--- config.mk ---
export PLATFORM = sky130hd
export DESIGN_NAME = raster_split_sequencer
export DESIGN_NICKNAME = d
export VERILOG_FILES = /design/src/rtl/core/rss_pkg.sv /design/src/rtl/core/raster_split_sequencer.sv /design/src/rtl/core/rss_ram.sv /design/src/rtl/core/rss_seq.sv /design/src/rtl/core/rss_datapath.sv
export VERILOG_INCLUDE_DIRS = /design/src /design/src/rtl/core
export SDC_FILE = /design/constraint.sdc
export NUM_CORES = 1
export LEC_CHECK = 0
export ABC_AREA = 1
export BUFFER_PORTS_ARGS = -buffer_cell sky130_fd_sc_hd__buf_2
export CORE_MARGIN = 2
export CORE_UTILIZATION = 40
export CTS_CLUSTER_DIAMETER = 40
export DETAILED_ROUTE_END_ITERATION = 7
export HOLD_SLACK_MARGIN = 0.05
export SLEW_MARGIN = 20
export SYNTH_ARGS = -nofsm -noshare
export SYNTH_HDL_FRONTEND = slang
export SYNTH_SLANG_ARGS = --single-unit
--- constraint.sdc ---
create_clock -name clk_i -period 15.3 [get_ports clk_i]
set_input_delay 3.06 -clock clk_i [delete_from_list [all_inputs] [get_ports clk_i]]
set_output_delay 3.06 -clock clk_i [all_outputs]
set_load 0.005 [all_outputs]
--- src/rtl/core/raster_split_sequencer_defines.svh ---
// Assertion macros for the raster split sequencer RTL.
// No dependencies; included by files that carry concurrent checks.
`ifndef RASTER_SPLIT_SEQUENCER_DEFINES_SVH
`define RASTER_SPLIT_SEQUENCER_DEFINES_SVH

// Clock and reset given explicitly.
`define RSS_ASSERT_CLKRST(label, clk, rst_n, prop, msg) \
  label: assert property (@(posedge clk) disable iff (!rst_n) prop) \
    else $error(msg);

// Default clock and reset names of this project.
`define RSS_ASSERT(label, prop, msg) `RSS_ASSERT_CLKRST(label, clk_i, rst_ni, prop, msg)

`endif

--- src/rtl/core/rss_pkg.sv ---
// Package for the raster split sequencer: payload types, codes, control word
// layout and the microcode program. No dependencies.
`default_nettype none

package rss_pkg;

  localparam int DEF_TABLE_DEPTH = 8;

  localparam int CNT_W      = 4;
  localparam int CFG_IDX_W  = 2;
  localparam int CFG_DATA_W = 8;
  localparam int PC_W       = 5;
  localparam int PROG_LEN   = 19;

  // Command codes of an input transaction
  localparam logic [1:0] CMD_WRITE  = 2'd0;
  localparam logic [1:0] CMD_VBLANK = 2'd1;
  localparam logic [1:0] CMD_LINE   = 2'd2;

  // Configuration register indexes
  localparam logic [CFG_IDX_W-1:0] CFG_SPLIT_COUNT = 2'd0;
  localparam logic [CFG_IDX_W-1:0] CFG_LINE_BIAS   = 2'd1;
  localparam logic [CFG_IDX_W-1:0] CFG_NO_REG      = 2'd2;
  localparam logic [CFG_IDX_W-1:0] CFG_NO_PAL      = 2'd3;

  localparam logic [7:0] REG_WRITE_FLAG = 8'h80;
  localparam logic [7:0] REG_VSCROLL    = 8'd23;
  localparam logic [7:0] ARM_LINE_CMD   = 8'h93;  // write to register 19
  localparam logic [7:0] PAL_INDEX_CMD  = 8'h90;  // write to register 16

  localparam logic [7:0] RST_LINE_BIAS = 8'd2;
  localparam logic [7:0] RST_NO_REG    = 8'd255;
  localparam logic [7:0] RST_NO_PAL    = 8'd255;

  typedef struct packed {
    logic [1:0] command;
    logic [2:0] entry_index;
    logic [7:0] split_line;
    logic [7:0] first_reg;
    logic [7:0] first_value;
    logic [7:0] second_reg;
    logic [7:0] second_value;
    logic [7:0] palette_index;
    logic [2:0] pal_red;
    logic [2:0] pal_green;
    logic [2:0] pal_blue;
    logic [7:0] frame_vscroll;
  } in_item_t;

  typedef struct packed {
    logic       port_select;
    logic [7:0] port_byte;
    logic       last_write;
  } out_item_t;

  typedef struct packed {
    logic [7:0] line;
    logic [7:0] reg1;
    logic [7:0] val1;
    logic [7:0] reg2;
    logic [7:0] val2;
    logic [7:0] pidx;
    logic [2:0] red;
    logic [2:0] green;
    logic [2:0] blue;
  } entry_t;

  localparam int ENTRY_W = $bits(entry_t);

  // Jump conditions: when true the step jumps and does nothing else
  typedef enum logic [2:0] {
    C_NONE, C_ALWAYS, C_CNT_ZERO, C_LINE_NZ, C_NO_PEND, C_NOT_A1, C_NOT_A2, C_NOT_AP
  } cond_e;

  typedef enum logic [2:0] {
    OP_NOP, OP_VB_INIT, OP_RD_CUR, OP_LD, OP_LD_FIX, OP_ADVANCE
  } op_e;

  typedef enum logic [3:0] {
    B_VAL1, B_REG1, B_VAL2, B_REG2, B_PIDX, B_PALCMD, B_RB, B_GREEN, B_ARM, B_ARMCMD
  } bsrc_e;

  // When the emitted byte is the final write of the transaction
  typedef enum logic [2:0] {
    L_NEVER, L_AFTER_R1, L_AFTER_R2, L_AFTER_PAL, L_ALWAYS
  } last_e;

  typedef enum logic [1:0] {
    E_NO, E_YES, E_IF_NO_ARM
  } end_e;

  typedef struct packed {
    cond_e           cond;
    logic [PC_W-1:0] target;
    op_e             op;
    logic            emit;
    bsrc_e           bsrc;
    logic            psel;
    last_e           last;
    end_e            fin;
  } ucw_t;

  typedef struct packed {
    logic  act;
    op_e   op;
    logic  emit;
    bsrc_e bsrc;
    logic  psel;
    last_e last;
  } ctrl_t;

  typedef struct packed {
    logic cnt_zero;
    logic line_nz;
    logic no_pend;
    logic not_a1;
    logic not_a2;
    logic not_ap;
    logic arm;
    logic can_emit;
  } status_t;

  // Program addresses
  localparam logic [PC_W-1:0] PC_V0  = 5'd0;
  localparam logic [PC_W-1:0] PC_V1  = 5'd1;
  localparam logic [PC_W-1:0] PC_V2  = 5'd2;
  localparam logic [PC_W-1:0] PC_A0  = 5'd3;
  localparam logic [PC_W-1:0] PC_A1  = 5'd4;
  localparam logic [PC_W-1:0] PC_A2  = 5'd5;
  localparam logic [PC_W-1:0] PC_A3  = 5'd6;
  localparam logic [PC_W-1:0] PC_A4  = 5'd7;
  localparam logic [PC_W-1:0] PC_A5  = 5'd8;
  localparam logic [PC_W-1:0] PC_A6  = 5'd9;
  localparam logic [PC_W-1:0] PC_A7  = 5'd10;
  localparam logic [PC_W-1:0] PC_A8  = 5'd11;
  localparam logic [PC_W-1:0] PC_A9  = 5'd12;
  localparam logic [PC_W-1:0] PC_R0  = 5'd13;
  localparam logic [PC_W-1:0] PC_R1  = 5'd14;
  localparam logic [PC_W-1:0] PC_L0  = 5'd15;
  localparam logic [PC_W-1:0] PC_L1  = 5'd16;
  localparam logic [PC_W-1:0] PC_L2  = 5'd17;
  localparam logic [PC_W-1:0] PC_END = 5'd18;

  function automatic ucw_t uw(cond_e c, logic [PC_W-1:0] t, op_e o, logic e,
                              bsrc_e b, logic s, last_e l, end_e n);
    ucw_t w;
    w.cond   = c;
    w.target = t;
    w.op     = o;
    w.emit   = e;
    w.bsrc   = b;
    w.psel   = s;
    w.last   = l;
    w.fin    = n;
    return w;
  endfunction

  function automatic ucw_t rss_rom(logic [PC_W-1:0] pc);
    ucw_t w;
    case (pc)
      // vblank: load scroll, fetch split 0, fix its scroll value
      PC_V0:  w = uw(C_NONE,     PC_V0,  OP_VB_INIT, 1'b0, B_VAL1,   1'b0, L_NEVER, E_NO);
      PC_V1:  w = uw(C_CNT_ZERO, PC_END, OP_LD_FIX,  1'b0, B_VAL1,   1'b0, L_NEVER, E_NO);
      PC_V2:  w = uw(C_LINE_NZ,  PC_R0,  OP_NOP,     1'b0, B_VAL1,   1'b0, L_NEVER, E_NO);
      // apply the split held in the entry register, then fetch the next split to arm
      PC_A0:  w = uw(C_NOT_A1,   PC_A2,  OP_NOP,     1'b1, B_VAL1,   1'b0, L_NEVER, E_NO);
      PC_A1:  w = uw(C_NONE,     PC_A1,  OP_NOP,     1'b1, B_REG1,   1'b0, L_AFTER_R1, E_NO);
      PC_A2:  w = uw(C_NOT_A2,   PC_A4,  OP_NOP,     1'b1, B_VAL2,   1'b0, L_NEVER, E_NO);
      PC_A3:  w = uw(C_NONE,     PC_A3,  OP_NOP,     1'b1, B_REG2,   1'b0, L_AFTER_R2, E_NO);
      PC_A4:  w = uw(C_NOT_AP,   PC_A8,  OP_NOP,     1'b1, B_PIDX,   1'b0, L_NEVER, E_NO);
      PC_A5:  w = uw(C_NONE,     PC_A5,  OP_NOP,     1'b1, B_PALCMD, 1'b0, L_NEVER, E_NO);
      PC_A6:  w = uw(C_NONE,     PC_A6,  OP_NOP,     1'b1, B_RB,     1'b1, L_NEVER, E_NO);
      PC_A7:  w = uw(C_NONE,     PC_A7,  OP_NOP,     1'b1, B_GREEN,  1'b1, L_AFTER_PAL, E_NO);
      PC_A8:  w = uw(C_NONE,     PC_A8,  OP_ADVANCE, 1'b0, B_VAL1,   1'b0, L_NEVER, E_IF_NO_ARM);
      PC_A9:  w = uw(C_NONE,     PC_A9,  OP_LD,      1'b0, B_VAL1,   1'b0, L_NEVER, E_NO);
      // program register 19 for the split in the entry register
      PC_R0:  w = uw(C_NONE,     PC_R0,  OP_NOP,     1'b1, B_ARM,    1'b0, L_NEVER, E_NO);
      PC_R1:  w = uw(C_NONE,     PC_R1,  OP_NOP,     1'b1, B_ARMCMD, 1'b0, L_ALWAYS, E_YES);
      // line interrupt: fetch the pending split
      PC_L0:  w = uw(C_NO_PEND,  PC_END, OP_RD_CUR,  1'b0, B_VAL1,   1'b0, L_NEVER, E_NO);
      PC_L1:  w = uw(C_NONE,     PC_L1,  OP_LD,      1'b0, B_VAL1,   1'b0, L_NEVER, E_NO);
      PC_L2:  w = uw(C_ALWAYS,   PC_A0,  OP_NOP,     1'b0, B_VAL1,   1'b0, L_NEVER, E_NO);
      PC_END: w = uw(C_NONE,     PC_END, OP_NOP,     1'b0, B_VAL1,   1'b0, L_NEVER, E_YES);
      default: w = uw(C_NONE,    PC_END, OP_NOP,     1'b0, B_VAL1,   1'b0, L_NEVER, E_YES);
    endcase
    return w;
  endfunction

endpackage

`default_nettype wire

--- src/rtl/core/raster_split_sequencer.sv ---
// Top level of the raster split sequencer: input dispatch, microcode
// sequencer and datapath. Depends on rss_pkg, rss_seq and rss_datapath.
//
//  channel | signals                          | direction | payload
//  --------+----------------------------------+-----------+---------------------
//  input   | in_valid_i / in_ready_o          | in        | in_item_i (in_item_t)
//  output  | out_valid_o / out_ready_i        | out       | out_item_o (out_item_t)
//  config  | cfg_we_i, cfg_idx_i, cfg_data_i  | in        | 8-bit register data
//
// Table writes and ignored commands do not make the block busy. A vblank or line
// interrupt runs the microcode program, with one port write per step at most;
// the next transaction is taken once the program ends, and a step that emits
// waits while the output register is stalled.
// in_ready_o is low while the program runs; the output register frees the
// block to take the next transaction while the last write still waits.
// Reset returns frame state and configuration to their reset values; table contents are unset.
`default_nettype none

module raster_split_sequencer #(
  parameter int TABLE_DEPTH = rss_pkg::DEF_TABLE_DEPTH
) (
  input  wire logic                           clk_i,
  input  wire logic                           rst_ni,
  input  wire logic                           in_valid_i,
  output logic                                in_ready_o,
  input  wire rss_pkg::in_item_t              in_item_i,
  output logic                                out_valid_o,
  input  wire logic                           out_ready_i,
  output rss_pkg::out_item_t                  out_item_o,
  input  wire logic                           cfg_we_i,
  input  wire logic [rss_pkg::CFG_IDX_W-1:0]  cfg_idx_i,
  input  wire logic [rss_pkg::CFG_DATA_W-1:0] cfg_data_i
);
  import rss_pkg::*;

  logic            busy, in_accept, start;
  logic [PC_W-1:0] start_pc;
  ctrl_t           ctrl;
  status_t         status;

  assign in_ready_o = !busy;
  assign in_accept  = in_valid_i && !busy;
  assign start      = in_accept &&
                      (in_item_i.command == CMD_VBLANK || in_item_i.command == CMD_LINE);
  assign start_pc   = (in_item_i.command == CMD_VBLANK) ? PC_V0 : PC_L0;

  rss_seq u_seq (
    .clk_i      (clk_i),
    .rst_ni     (rst_ni),
    .start_i    (start),
    .start_pc_i (start_pc),
    .status_i   (status),
    .ctrl_o     (ctrl),
    .busy_o     (busy)
  );

  rss_datapath #(
    .TABLE_DEPTH (TABLE_DEPTH)
  ) u_dp (
    .clk_i       (clk_i),
    .rst_ni      (rst_ni),
    .cfg_we_i    (cfg_we_i),
    .cfg_idx_i   (cfg_idx_i),
    .cfg_data_i  (cfg_data_i),
    .in_accept_i (in_accept),
    .in_item_i   (in_item_i),
    .ctrl_i      (ctrl),
    .status_o    (status),
    .out_valid_o (out_valid_o),
    .out_ready_i (out_ready_i),
    .out_item_o  (out_item_o)
  );

endmodule

`default_nettype wire

--- src/rtl/core/rss_ram.sv ---
// Generic single-write, single-read RAM with registered read data.
// No dependencies.
`default_nettype none

module rss_ram #(
  parameter int WIDTH = 8,
  parameter int DEPTH = 8,
  localparam int AW = (DEPTH > 1) ? $clog2(DEPTH) : 1
) (
  input  wire logic             clk_i,
  input  wire logic             we_i,
  input  wire logic [AW-1:0]    waddr_i,
  input  wire logic [WIDTH-1:0] wdata_i,
  input  wire logic             re_i,
  input  wire logic [AW-1:0]    raddr_i,
  output logic      [WIDTH-1:0] rdata_o
);

  logic [WIDTH-1:0] mem_q [DEPTH];
  logic [WIDTH-1:0] rdata_q;

  always_ff @(posedge clk_i) begin
    if (we_i) begin
      mem_q[waddr_i] <= wdata_i;
    end
    if (re_i) begin
      rdata_q <= mem_q[raddr_i];
    end
  end

  assign rdata_o = rdata_q;

endmodule

`default_nettype wire

--- src/rtl/core/rss_seq.sv ---
// Microcode sequencer: step counter, program ROM lookup and jump logic.
// Depends on rss_pkg.
`default_nettype none

module rss_seq (
  input  wire logic                     clk_i,
  input  wire logic                     rst_ni,
  input  wire logic                     start_i,
  input  wire logic [rss_pkg::PC_W-1:0] start_pc_i,
  input  wire rss_pkg::status_t         status_i,
  output rss_pkg::ctrl_t                ctrl_o,
  output logic                          busy_o
);
  import rss_pkg::*;

  logic            busy_q, busy_d;
  logic [PC_W-1:0] pc_q, pc_d;
  ucw_t            cw;
  logic            cond_hit;

  function automatic logic cond_eval(cond_e c, status_t s);
    logic r;
    case (c)
      C_NONE:     r = 1'b0;
      C_ALWAYS:   r = 1'b1;
      C_CNT_ZERO: r = s.cnt_zero;
      C_LINE_NZ:  r = s.line_nz;
      C_NO_PEND:  r = s.no_pend;
      C_NOT_A1:   r = s.not_a1;
      C_NOT_A2:   r = s.not_a2;
      C_NOT_AP:   r = s.not_ap;
      default:    r = 1'b0;
    endcase
    return r;
  endfunction

  always_comb begin
    cw          = rss_rom(pc_q);
    cond_hit    = cond_eval(cw.cond, status_i);
    busy_d      = busy_q;
    pc_d        = pc_q;
    ctrl_o.act  = 1'b0;
    ctrl_o.op   = cw.op;
    ctrl_o.emit = cw.emit;
    ctrl_o.bsrc = cw.bsrc;
    ctrl_o.psel = cw.psel;
    ctrl_o.last = cw.last;
    if (busy_q) begin
      if (cond_hit) begin
        pc_d = cw.target;
      end else if (!cw.emit || status_i.can_emit) begin
        ctrl_o.act = 1'b1;
        if (cw.fin == E_YES || (cw.fin == E_IF_NO_ARM && !status_i.arm)) begin
          busy_d = 1'b0;
        end else begin
          pc_d = pc_q + 1'b1;
        end
      end
    end else if (start_i) begin
      busy_d = 1'b1;
      pc_d   = start_pc_i;
    end
  end

  always_ff @(posedge clk_i or negedge rst_ni) begin
    if (!rst_ni) begin
      busy_q <= 1'b0;
      pc_q   <= PC_V0;
    end else begin
      busy_q <= busy_d;
      pc_q   <= pc_d;
    end
  end

  assign busy_o = busy_q;

endmodule

`default_nettype wire

--- src/rtl/core/rss_datapath.sv ---
// Datapath: configuration, frame state, entry register, split table RAM and
// output register. Depends on rss_pkg, rss_ram and the assertion macros.
`default_nettype none
`include "raster_split_sequencer_defines.svh"

module rss_datapath #(
  parameter int TABLE_DEPTH = rss_pkg::DEF_TABLE_DEPTH
) (
  input  wire logic                           clk_i,
  input  wire logic                           rst_ni,
  input  wire logic                           cfg_we_i,
  input  wire logic [rss_pkg::CFG_IDX_W-1:0]  cfg_idx_i,
  input  wire logic [rss_pkg::CFG_DATA_W-1:0] cfg_data_i,
  input  wire logic                           in_accept_i,
  input  wire rss_pkg::in_item_t              in_item_i,
  input  wire rss_pkg::ctrl_t                 ctrl_i,
  output rss_pkg::status_t                    status_o,
  output logic                                out_valid_o,
  input  wire logic                           out_ready_i,
  output rss_pkg::out_item_t                  out_item_o
);
  import rss_pkg::*;

  localparam int AW = (TABLE_DEPTH > 1) ? $clog2(TABLE_DEPTH) : 1;

  logic [CNT_W-1:0] count_q, ns_q;
  logic [7:0]       bias_q, noreg_q, nopal_q, tracked_q, vscroll_q;
  entry_t           ent_q;
  logic             out_valid_q;
  out_item_t        out_q;

  logic [CNT_W-1:0] cnt_new;
  logic [CNT_W:0]   ns_inc;
  logic             arm;
  logic             a1, a2, ap;
  logic [ENTRY_W-1:0] rdata;
  entry_t           rd_ent, fix_ent, new_ent;
  logic             tbl_wr, fix_wr, ram_we, ram_re;
  logic [AW-1:0]    ram_waddr, ram_raddr;
  logic [ENTRY_W-1:0] ram_wdata;
  logic             can_emit, last_bit;
  logic [7:0]       byte_sel;

  assign ns_inc = {1'b0, ns_q} + 1'b1;
  assign arm    = ns_inc < {1'b0, count_q};
  assign a1     = ent_q.reg1 != noreg_q;
  assign a2     = ent_q.reg2 != noreg_q;
  assign ap     = ent_q.pidx != nopal_q;
  assign can_emit = !out_valid_q || out_ready_i;

  assign status_o.cnt_zero = count_q == '0;
  assign status_o.line_nz  = ent_q.line != 8'd0;
  assign status_o.no_pend  = ns_q >= count_q;
  assign status_o.not_a1   = !a1;
  assign status_o.not_a2   = !a2;
  assign status_o.not_ap   = !ap;
  assign status_o.arm      = arm;
  assign status_o.can_emit = can_emit;

  // Split table
  assign rd_ent = entry_t'(rdata);

  always_comb begin
    fix_ent = rd_ent;
    if (rd_ent.reg2 == REG_VSCROLL) begin
      fix_ent.val2 = tracked_q;
    end
    new_ent.line  = in_item_i.split_line;
    new_ent.reg1  = in_item_i.first_reg;
    new_ent.val1  = in_item_i.first_value;
    new_ent.reg2  = in_item_i.second_reg;
    new_ent.val2  = in_item_i.second_value;
    new_ent.pidx  = in_item_i.palette_index;
    new_ent.red   = in_item_i.pal_red;
    new_ent.green = in_item_i.pal_green;
    new_ent.blue  = in_item_i.pal_blue;
  end

  assign tbl_wr = in_accept_i && in_item_i.command == CMD_WRITE &&
                  int'(in_item_i.entry_index) < TABLE_DEPTH;
  assign fix_wr = ctrl_i.act && ctrl_i.op == OP_LD_FIX && rd_ent.reg2 == REG_VSCROLL;
  assign ram_we    = tbl_wr || fix_wr;
  assign ram_waddr = tbl_wr ? AW'(in_item_i.entry_index) : '0;
  assign ram_wdata = tbl_wr ? new_ent : fix_ent;

  always_comb begin
    ram_re    = 1'b0;
    ram_raddr = '0;
    if (ctrl_i.act) begin
      case (ctrl_i.op)
        OP_VB_INIT: ram_re = 1'b1;
        OP_RD_CUR: begin
          ram_re    = 1'b1;
          ram_raddr = AW'(ns_q);
        end
        OP_ADVANCE: begin
          ram_re    = 1'b1;
          ram_raddr = AW'(ns_inc);
        end
        default: ram_re = 1'b0;
      endcase
    end
  end

  rss_ram #(
    .WIDTH (ENTRY_W),
    .DEPTH (TABLE_DEPTH)
  ) u_table (
    .clk_i   (clk_i),
    .we_i    (ram_we),
    .waddr_i (ram_waddr),
    .wdata_i (ram_wdata),
    .re_i    (ram_re),
    .raddr_i (ram_raddr),
    .rdata_o (rdata)
  );

  // Byte and last-write selection
  always_comb begin
    case (ctrl_i.bsrc)
      B_VAL1:   byte_sel = ent_q.val1;
      B_REG1:   byte_sel = REG_WRITE_FLAG | ent_q.reg1;
      B_VAL2:   byte_sel = ent_q.val2;
      B_REG2:   byte_sel = REG_WRITE_FLAG | ent_q.reg2;
      B_PIDX:   byte_sel = ent_q.pidx;
      B_PALCMD: byte_sel = PAL_INDEX_CMD;
      B_RB:     byte_sel = {1'b0, ent_q.red, 1'b0, ent_q.blue};
      B_GREEN:  byte_sel = {5'd0, ent_q.green};
      B_ARM:    byte_sel = ent_q.line + tracked_q - bias_q;
      B_ARMCMD: byte_sel = ARM_LINE_CMD;
      default:  byte_sel = 8'd0;
    endcase
    case (ctrl_i.last)
      L_NEVER:     last_bit = 1'b0;
      L_AFTER_R1:  last_bit = !a2 && !ap && !arm;
      L_AFTER_R2:  last_bit = !ap && !arm;
      L_AFTER_PAL: last_bit = !arm;
      L_ALWAYS:    last_bit = 1'b1;
      default:     last_bit = 1'b0;
    endcase
  end

  always_comb begin
    cnt_new = cfg_data_i[CNT_W-1:0];
    if (int'(cnt_new) > TABLE_DEPTH) begin
      cnt_new = CNT_W'(TABLE_DEPTH);
    end
  end

  // Control state
  always_ff @(posedge clk_i or negedge rst_ni) begin
    if (!rst_ni) begin
      count_q     <= '0;
      ns_q        <= '0;
      bias_q      <= RST_LINE_BIAS;
      noreg_q     <= RST_NO_REG;
      nopal_q     <= RST_NO_PAL;
      tracked_q   <= 8'd0;
      out_valid_q <= 1'b0;
    end else begin
      if (cfg_we_i) begin
        case (cfg_idx_i)
          CFG_SPLIT_COUNT: begin
            count_q <= cnt_new;
            if (cnt_new == '0) begin
              ns_q <= '0;
            end
          end
          CFG_LINE_BIAS: bias_q  <= cfg_data_i;
          CFG_NO_REG:    noreg_q <= cfg_data_i;
          CFG_NO_PAL:    nopal_q <= cfg_data_i;
          default:       bias_q  <= bias_q;
        endcase
      end
      if (ctrl_i.act && ctrl_i.op == OP_VB_INIT) begin
        ns_q      <= '0;
        tracked_q <= vscroll_q;
      end
      if (ctrl_i.act && ctrl_i.op == OP_ADVANCE) begin
        ns_q <= ns_inc[CNT_W-1:0];
        if (ent_q.reg2 == REG_VSCROLL) begin
          tracked_q <= ent_q.val2;
        end else if (ent_q.reg1 == REG_VSCROLL) begin
          tracked_q <= ent_q.val1;
        end
      end
      if (ctrl_i.act && ctrl_i.emit) begin
        out_valid_q <= 1'b1;
      end else if (out_ready_i) begin
        out_valid_q <= 1'b0;
      end
    end
  end

  // Payload registers
  always_ff @(posedge clk_i) begin
    if (in_accept_i) begin
      vscroll_q <= in_item_i.frame_vscroll;
    end
    if (ctrl_i.act && ctrl_i.op == OP_LD) begin
      ent_q <= rd_ent;
    end else if (ctrl_i.act && ctrl_i.op == OP_LD_FIX) begin
      ent_q <= fix_ent;
    end
    if (ctrl_i.act && ctrl_i.emit) begin
      out_q.port_select <= ctrl_i.psel;
      out_q.port_byte   <= byte_sel;
      out_q.last_write  <= last_bit;
    end
  end

  assign out_valid_o = out_valid_q;
  assign out_item_o  = out_q;

  `RSS_ASSERT(a_emit_has_room, ctrl_i.act && ctrl_i.emit |-> can_emit, "emit into full output slot")
  `RSS_ASSERT(a_count_bound, int'(count_q) <= TABLE_DEPTH, "split count above table depth")
  `RSS_ASSERT(a_advance_pending, ctrl_i.act && ctrl_i.op == OP_ADVANCE |-> ns_q < count_q, "advance without pending split")

endmodule

`default_nettype wire

==> results of run 1 <==
## metal layers
metal  global-route usage  vias to the layer above  share of wire
met1                0.302                     9579           0.43
met3               0.0337                      152          0.069
met5                    0                        -              0
met4               0.0820                        0          0.028
met2                0.372                      856           0.48
li1                     -                     8903              -
## cell families after synthesis
family          after synthesis  share of synthesized area
simple gates               1341                      0.208
flops                       635                      0.686
buf+inv                     283                     0.0446
compound gates              202                     0.0408
fa+ha+maj                    34                     0.0174
xor+xnor                     12                    0.00382
## cells in the final DEF (no fill, tap or decap), drive strengths merged, types with 3 or more instances in the layout
master and count:
a21oi 20, a221oi 7, buf 126, bufinv 10
clkbuf 98, clkinv 33, clkinvlp 10, dfrtp 30
dfstp 17, edfxtp 588, fa 7, ha 27
inv 173, nand2 799, nand3 442, nand3b 3
nand4 5, nor2 76, nor3 8, nor4 6
o211ai 7, o21ai 136, o22ai 20, xnor2 3
xor2 9
## worst max path at each step
stage | slack, ns | to | startpoint
floorplan | 6.92 | u_dp.u_table.mem_q[1][0] | in_valid_i
global placement | 8.60 | u_dp.u_table.rdata_o[24] | out_ready_i
detailed placement | 8.50 | u_dp.u_table.rdata_o[22] | out_ready_i
CTS | 9.16 | u_dp.u_table.rdata_o[24] | out_ready_i
global route | 9.12 | u_dp.u_table.rdata_o[32] | out_ready_i
finish | 9.25 | u_dp.u_table.rdata_o[32] | out_ready_i
## layout make-up
class / count / area [µm²] / area share
multi-input combinational: 1589 / 7520 / 0.236
clock buffer: 98 / 2300 / 0.0723
timing repair buffer: 126 / 706 / 0.0222
inverter: 160 / 604 / 0.0190
sequential: 635 / 18900 / 0.592
tap: 882 / 1100 / 0.0346
clock inverter: 66 / 759 / 0.0238
## state kept, by name (all words and copies together), names as in the netlist, 5 cells and up
signal	cells
u_dp.noreg_q	8
u_dp.out_item_o	10
u_dp.u_table.rdata_o	57
u_dp.u_table.mem_q	456
u_dp.vscroll_q	8
u_dp.ent_q	57
u_seq.pc_q	5
u_dp.nopal_q	8
u_dp.bias_q	8
u_dp.tracked_q	8
## power breakdown
group	internal, mW	switching [mW]	total (mW)
clock	1.28	0.813	2.09
combinational	0.309	0.907	1.22
sequential	2.24	0.126	2.36
==> out/results.ini, run 1 <==
[global_route]
overflow=0
antenna_found_initial=1
grt_max_degree=95
grt_use_total=0.225
grt_pass1_vias=19300
grt_first_pass_wirelength_mm=119

[layout]
area_delta_synth_final_pct=15.8
n_fill_cell=6066
final_cell_count_no_fill=3556
fin_area_mm2=0.0318
nNetsFinal=2719
n_antenna_cell=0
drive_above_1_share=0.122
postLayoutCoreUtil=0.466

[clocking]
clk_pin_slew_ns=0.06
cts_sinks=635
cts_hold_buf=0
clk_path_buf_depth=3
post-cts-setup-buffer-count=0
cts_resized=0
root_buffer=clkbuf_16
htree_levels=3
clock_latency_ns=0.65
cts_buffers=88
cts_tree=built

[sta]
tightest_slew_ns=1.05
setup_ws_ns=9.25
timing.hold.ws_ns=0.441
setup_viol=0
max_freq_ghz=0.165
skew_ns=0.0246
finalCritPeriodShare=0.396
hold_violations=0
post-route-min-period_ns=6.05
finalSetupTns_ns=0
rsz0062_at_grt=false
relSlewSlack=0.301
report.final.slew_viol_count=0

[drt]
drc_errors=0
drt_iter0_drc=2028
vias_per_cell=5.48
wire_per_inst_um=22.3
drtAntennaViolNets=0
vias=19500
first_pass_iters=6
wirelength_mm=79.4

[floorplan]
ios=97
design.core.area_mm2=0.0683
die_y_um=266
dieArea_mm2=0.0708
die_w_um=266
placementRows=96
start_util=0.402

[worst_hold_path]
min-delay-start=u_dp.u_table.rdata_o[25]
hp-class=flip-flop to flip-flop
min_to=u_dp.ent_q[25]
hold_depth=0

[setup_path]
start_kind=input port
regToRegEndpoint=u_dp.u_table.rdata_o[32]
path_cells=buf_2 -> nor3_1 -> nor2_4 -> buf_4 -> buf_4 -> nand2_2 -> clkinv_2 -> buf_4 -> nand3_1 -> nand2_1
worstSetupPathType=input port to flip-flop
worst_setup_path_end_kind=flip-flop
timing.rr.start=u_seq.pc_q[2]
critPathSlowestCell=clkinv_2
critPathMaxFanout=34
reg2regPathDepth=17
r2r_slack_ns=10.02
cp_data_required_time_ns=15.68
crit_arrival_ns=6.44
crit_buf_inv=5
crit_path_max_incr_delay_ns=0.67
cp.depth=10
path_delay_family=buffers and inverters
cpMostUsedCell=buf_4

[logic_synthesis]
synthesis.nets=2626
synth.top_cells.by_count=nand2_1 (796), edfxtp_1 (588), nand3_1 (441)
avgSynthCellArea_um2=11.0
synth_cell_type_count=45
seq_area_frac_synth=0.686
synth_area_leader_cell=edfxtp_1
synth.area.top_cells=edfxtp_1 (64%), nand2_1 (11%), nand3_1 (8.0%), dfrtp_1 (2.7%), o21ai_0 (2.4%)
yosysWarnings=0
async_flop_share=0.0740
synth_flop_cell=edfxtp_1
yosysTopAreaCellShare=0.642
ys_seq_elements=635
synth_edf_count=588
syn_inst=2507
yosysMostFrequentCell=nand2_1
syn-cell-area_mm2=0.0275

[place]
pre_cts_ws_ns=8.50
placed_cell_area_mm2=0.0288
place_hpwl_mm=46.3
globalplace.congestion=0.975
io_buffer_count=96
placed_cells=3392

[power]
total_power_mw=5.67
p_leak_nw=12.2
p_per_area_mw_per_mm2=178
irDropWorstVdd_mv=0.0969

[status]
status=completed

[job]
drv_cap=0

Note: power is estimated with default switching activity, not from simulation.
==> run 2, diff against run 1 <==
Clock period 15.3 ns to 5.9 ns, I/O delays scaled along.
==> run 2 against run 1 <==
Net effect: clock skew shrank 0.0063 ns; worst setup slack lost 7.8 ns; via count shrank 0.51%; clock power grew 140%; power grew to 2.5 times the previous value; critical path type is now flip-flop to flip-flop; largest power group unchanged.
==> out/results.ini, run 2 (synthesis results as in run 1) <==
[status]
status=completed  ; unchanged

[clocking]
clock_latency_ns=0.63  ; was 0.65 ns
clk_pin_slew_ns=0.06  ; about the same
post-cts-setup-buffer-count=0  ; unchanged
cts_tree=built  ; unchanged
clk_path_buf_depth=3  ; unchanged
cts_resized=0  ; unchanged
cts_hold_buf=0  ; unchanged
htree_levels=3  ; unchanged
cts_sinks=635  ; unchanged
root_buffer=clkbuf_16  ; unchanged
cts_buffers=85  ; was 88

[sta]
relSlewSlack=0.251  ; was 0.301
max_freq_ghz=0.224
tightest_slew_ns=1.12  ; was 1.05 ns
timing.hold.ws_ns=0.472  ; was 0.441 ns
report.final.slew_viol_count=0  ; unchanged
setup_ws_ns=1.43  ; was 9.25 ns
finalSetupTns_ns=0  ; unchanged
finalCritPeriodShare=0.758
setup_viol=0  ; unchanged
skew_ns=0.0183  ; was 0.0246 ns
rsz0062_at_grt=false  ; unchanged
post-route-min-period_ns=4.47
hold_violations=0  ; unchanged

[layout]
n_antenna_cell=0  ; unchanged
nNetsFinal=2729  ; was 2719
final_cell_count_no_fill=3561  ; was 3556
drive_above_1_share=0.121  ; was 0.122
multi_input_area_mm2=0.00752  ; about the same
top_register=u_dp.u_table.mem_q  ; unchanged
final_cell_mix=nand2_1 (793), edfxtp_1 (588), nand3_1 (441)  ; unchanged
n_fill_cell=6129  ; was 6066
postLayoutCoreUtil=0.464  ; was 0.466
final_common_cell=nand2_1  ; unchanged
largest_register_ffs=456  ; unchanged
fin_area_mm2=0.0317  ; was 0.0318 mm²
area_delta_synth_final_pct=15.4  ; was 15.8%
seq_area_mm2=0.0189  ; unchanged

[setup_path]
worstSetupPathType=flip-flop to flip-flop  ; was input port to flip-flop
start_kind=flip-flop  ; was input port
worst_setup_path_end_kind=flip-flop  ; unchanged
crit_arrival_ns=4.85  ; was 6.44 ns
startpoint=u_seq.pc_q[2]  ; was out_ready_i
cp_data_required_time_ns=6.27  ; was 15.68 ns
critPathMaxFanout=70  ; was 34
timing.rr.start=u_seq.pc_q[2]  ; unchanged

[floorplan]
dieArea_mm2=0.0708  ; unchanged
die_w_um=266  ; unchanged
design.core.area_mm2=0.0683  ; unchanged
placementRows=96  ; unchanged
die_y_um=266  ; unchanged
start_util=0.402  ; unchanged
ios=97  ; unchanged

[power]
total_power_mw=14.3  ; was 5.67 mW
irDropWorstVdd_mv=0.297  ; was 0.0969 mV
p_leak_nw=12.1  ; was 12.2 nW
p_per_area_mw_per_mm2=451  ; was 178 mW/mm²

[place]
pre_cts_ws_ns=1.59  ; was 8.50 ns
placed_cells=3405  ; was 3392
io_buffer_count=96  ; unchanged
place_hpwl_mm=48.1  ; was 46.3 mm
globalplace.congestion=1.00  ; was 0.975
placed_cell_area_mm2=0.0290  ; was 0.0288 mm²

[worst_hold_path]
min-delay-start=u_dp.u_table.rdata_o[8]  ; was u_dp.u_table.rdata_o[25]
hp-class=flip-flop to flip-flop  ; unchanged

[global_route]
grt_use_total=0.225  ; about the same
antenna_found_initial=0  ; was 1
overflow=0  ; unchanged
grt_max_degree=71  ; was 95
grt_first_pass_wirelength_mm=119  ; about the same
grt_pass1_vias=18800  ; was 19300

[drt]
wirelength_mm=80.4  ; was 79.4 mm
first_pass_iters=5  ; was 6
wire_per_inst_um=22.6  ; was 22.3 µm
vias=19400  ; was 19500
drtAntennaViolNets=0  ; unchanged
vias_per_cell=5.45  ; was 5.48
drt_iter0_drc=1833  ; was 2028
drc_errors=0  ; unchanged

[job]
drv_cap=0  ; unchanged

[run 2: cell count changes in the layout (fill, tap and decap cells not counted), moves of 3 or more]
cell and delta:
buf_4 +5, bufinv_16 -5, clkinv_4 -5, clkbuf_16 -4
clkinv_1 +5, inv_6 -3, buf_12 +8, clkbuf_1 +4
[run 2: path summary, 6_finish.rpt]
kind,to,slack (ns),depth (start not counted)
worst max register to register,u_dp.u_table.rdata_o[42],1.43,14
max in group asynchronous,u_dp.tracked_q[0],4.75,2
min in group asynchronous,u_dp.count_q[3],0.69,2
worst max-delay path,u_dp.u_table.rdata_o[42],1.43,14
worst min register to register,u_dp.ent_q[8],0.47,0
worst min-delay path,u_dp.ent_q[8],0.47,0
[run 2: worst max-delay path, cell delays in order, from the launching register on]
cell     delay, ns
dfrtp_1       0.61
inv_1         0.22
ha_1          0.26
nand2_1       0.13
o21ai_2       0.09
nor2_1        0.23
nand2_1       0.23
o22ai_1       0.24
inv_1         0.11
nor2_4        0.14
buf_4         0.76
buf_4         0.68
nand3_1       0.18
nand3_1       0.11
nand2_1       0.07
[run 2: final cells by class]
cell class | count | area share
well taps | 882 | 0.0348
multi-input cells | 1589 | 0.237
clock inverters | 57 | 0.0166
clock buffers | 99 | 0.0703
inverters | 160 | 0.0190
repair buffers | 139 | 0.0285
flip-flops and latches | 635 | 0.594
[run 2: routing by layer]
| metal | global-route usage | vias up | wire [µm] |
|---|---|---|---|
| li1 | - | 8918 | - |
| met1 | 0.304 | 9526 | 34200 |
| met2 | 0.375 | 827 | 38600 |
| met3 | 0.0348 | 119 | 5740 |
| met4 | 0.0717 | 0 | 1900 |
| met5 | 0 | - | 0 |
[run 2: where the power goes]
part | internal (mW) | total (mW) | switching [mW] | leakage, nW
Combinational | 0.818 | 3.22 | 2.41 | 4.95
Clock | 2.96 | 4.95 | 1.98 | 1.31
Sequential | 5.80 | 6.15 | 0.345 | 5.87
Total | 9.58 | 14.3 | 4.73 | 12.1
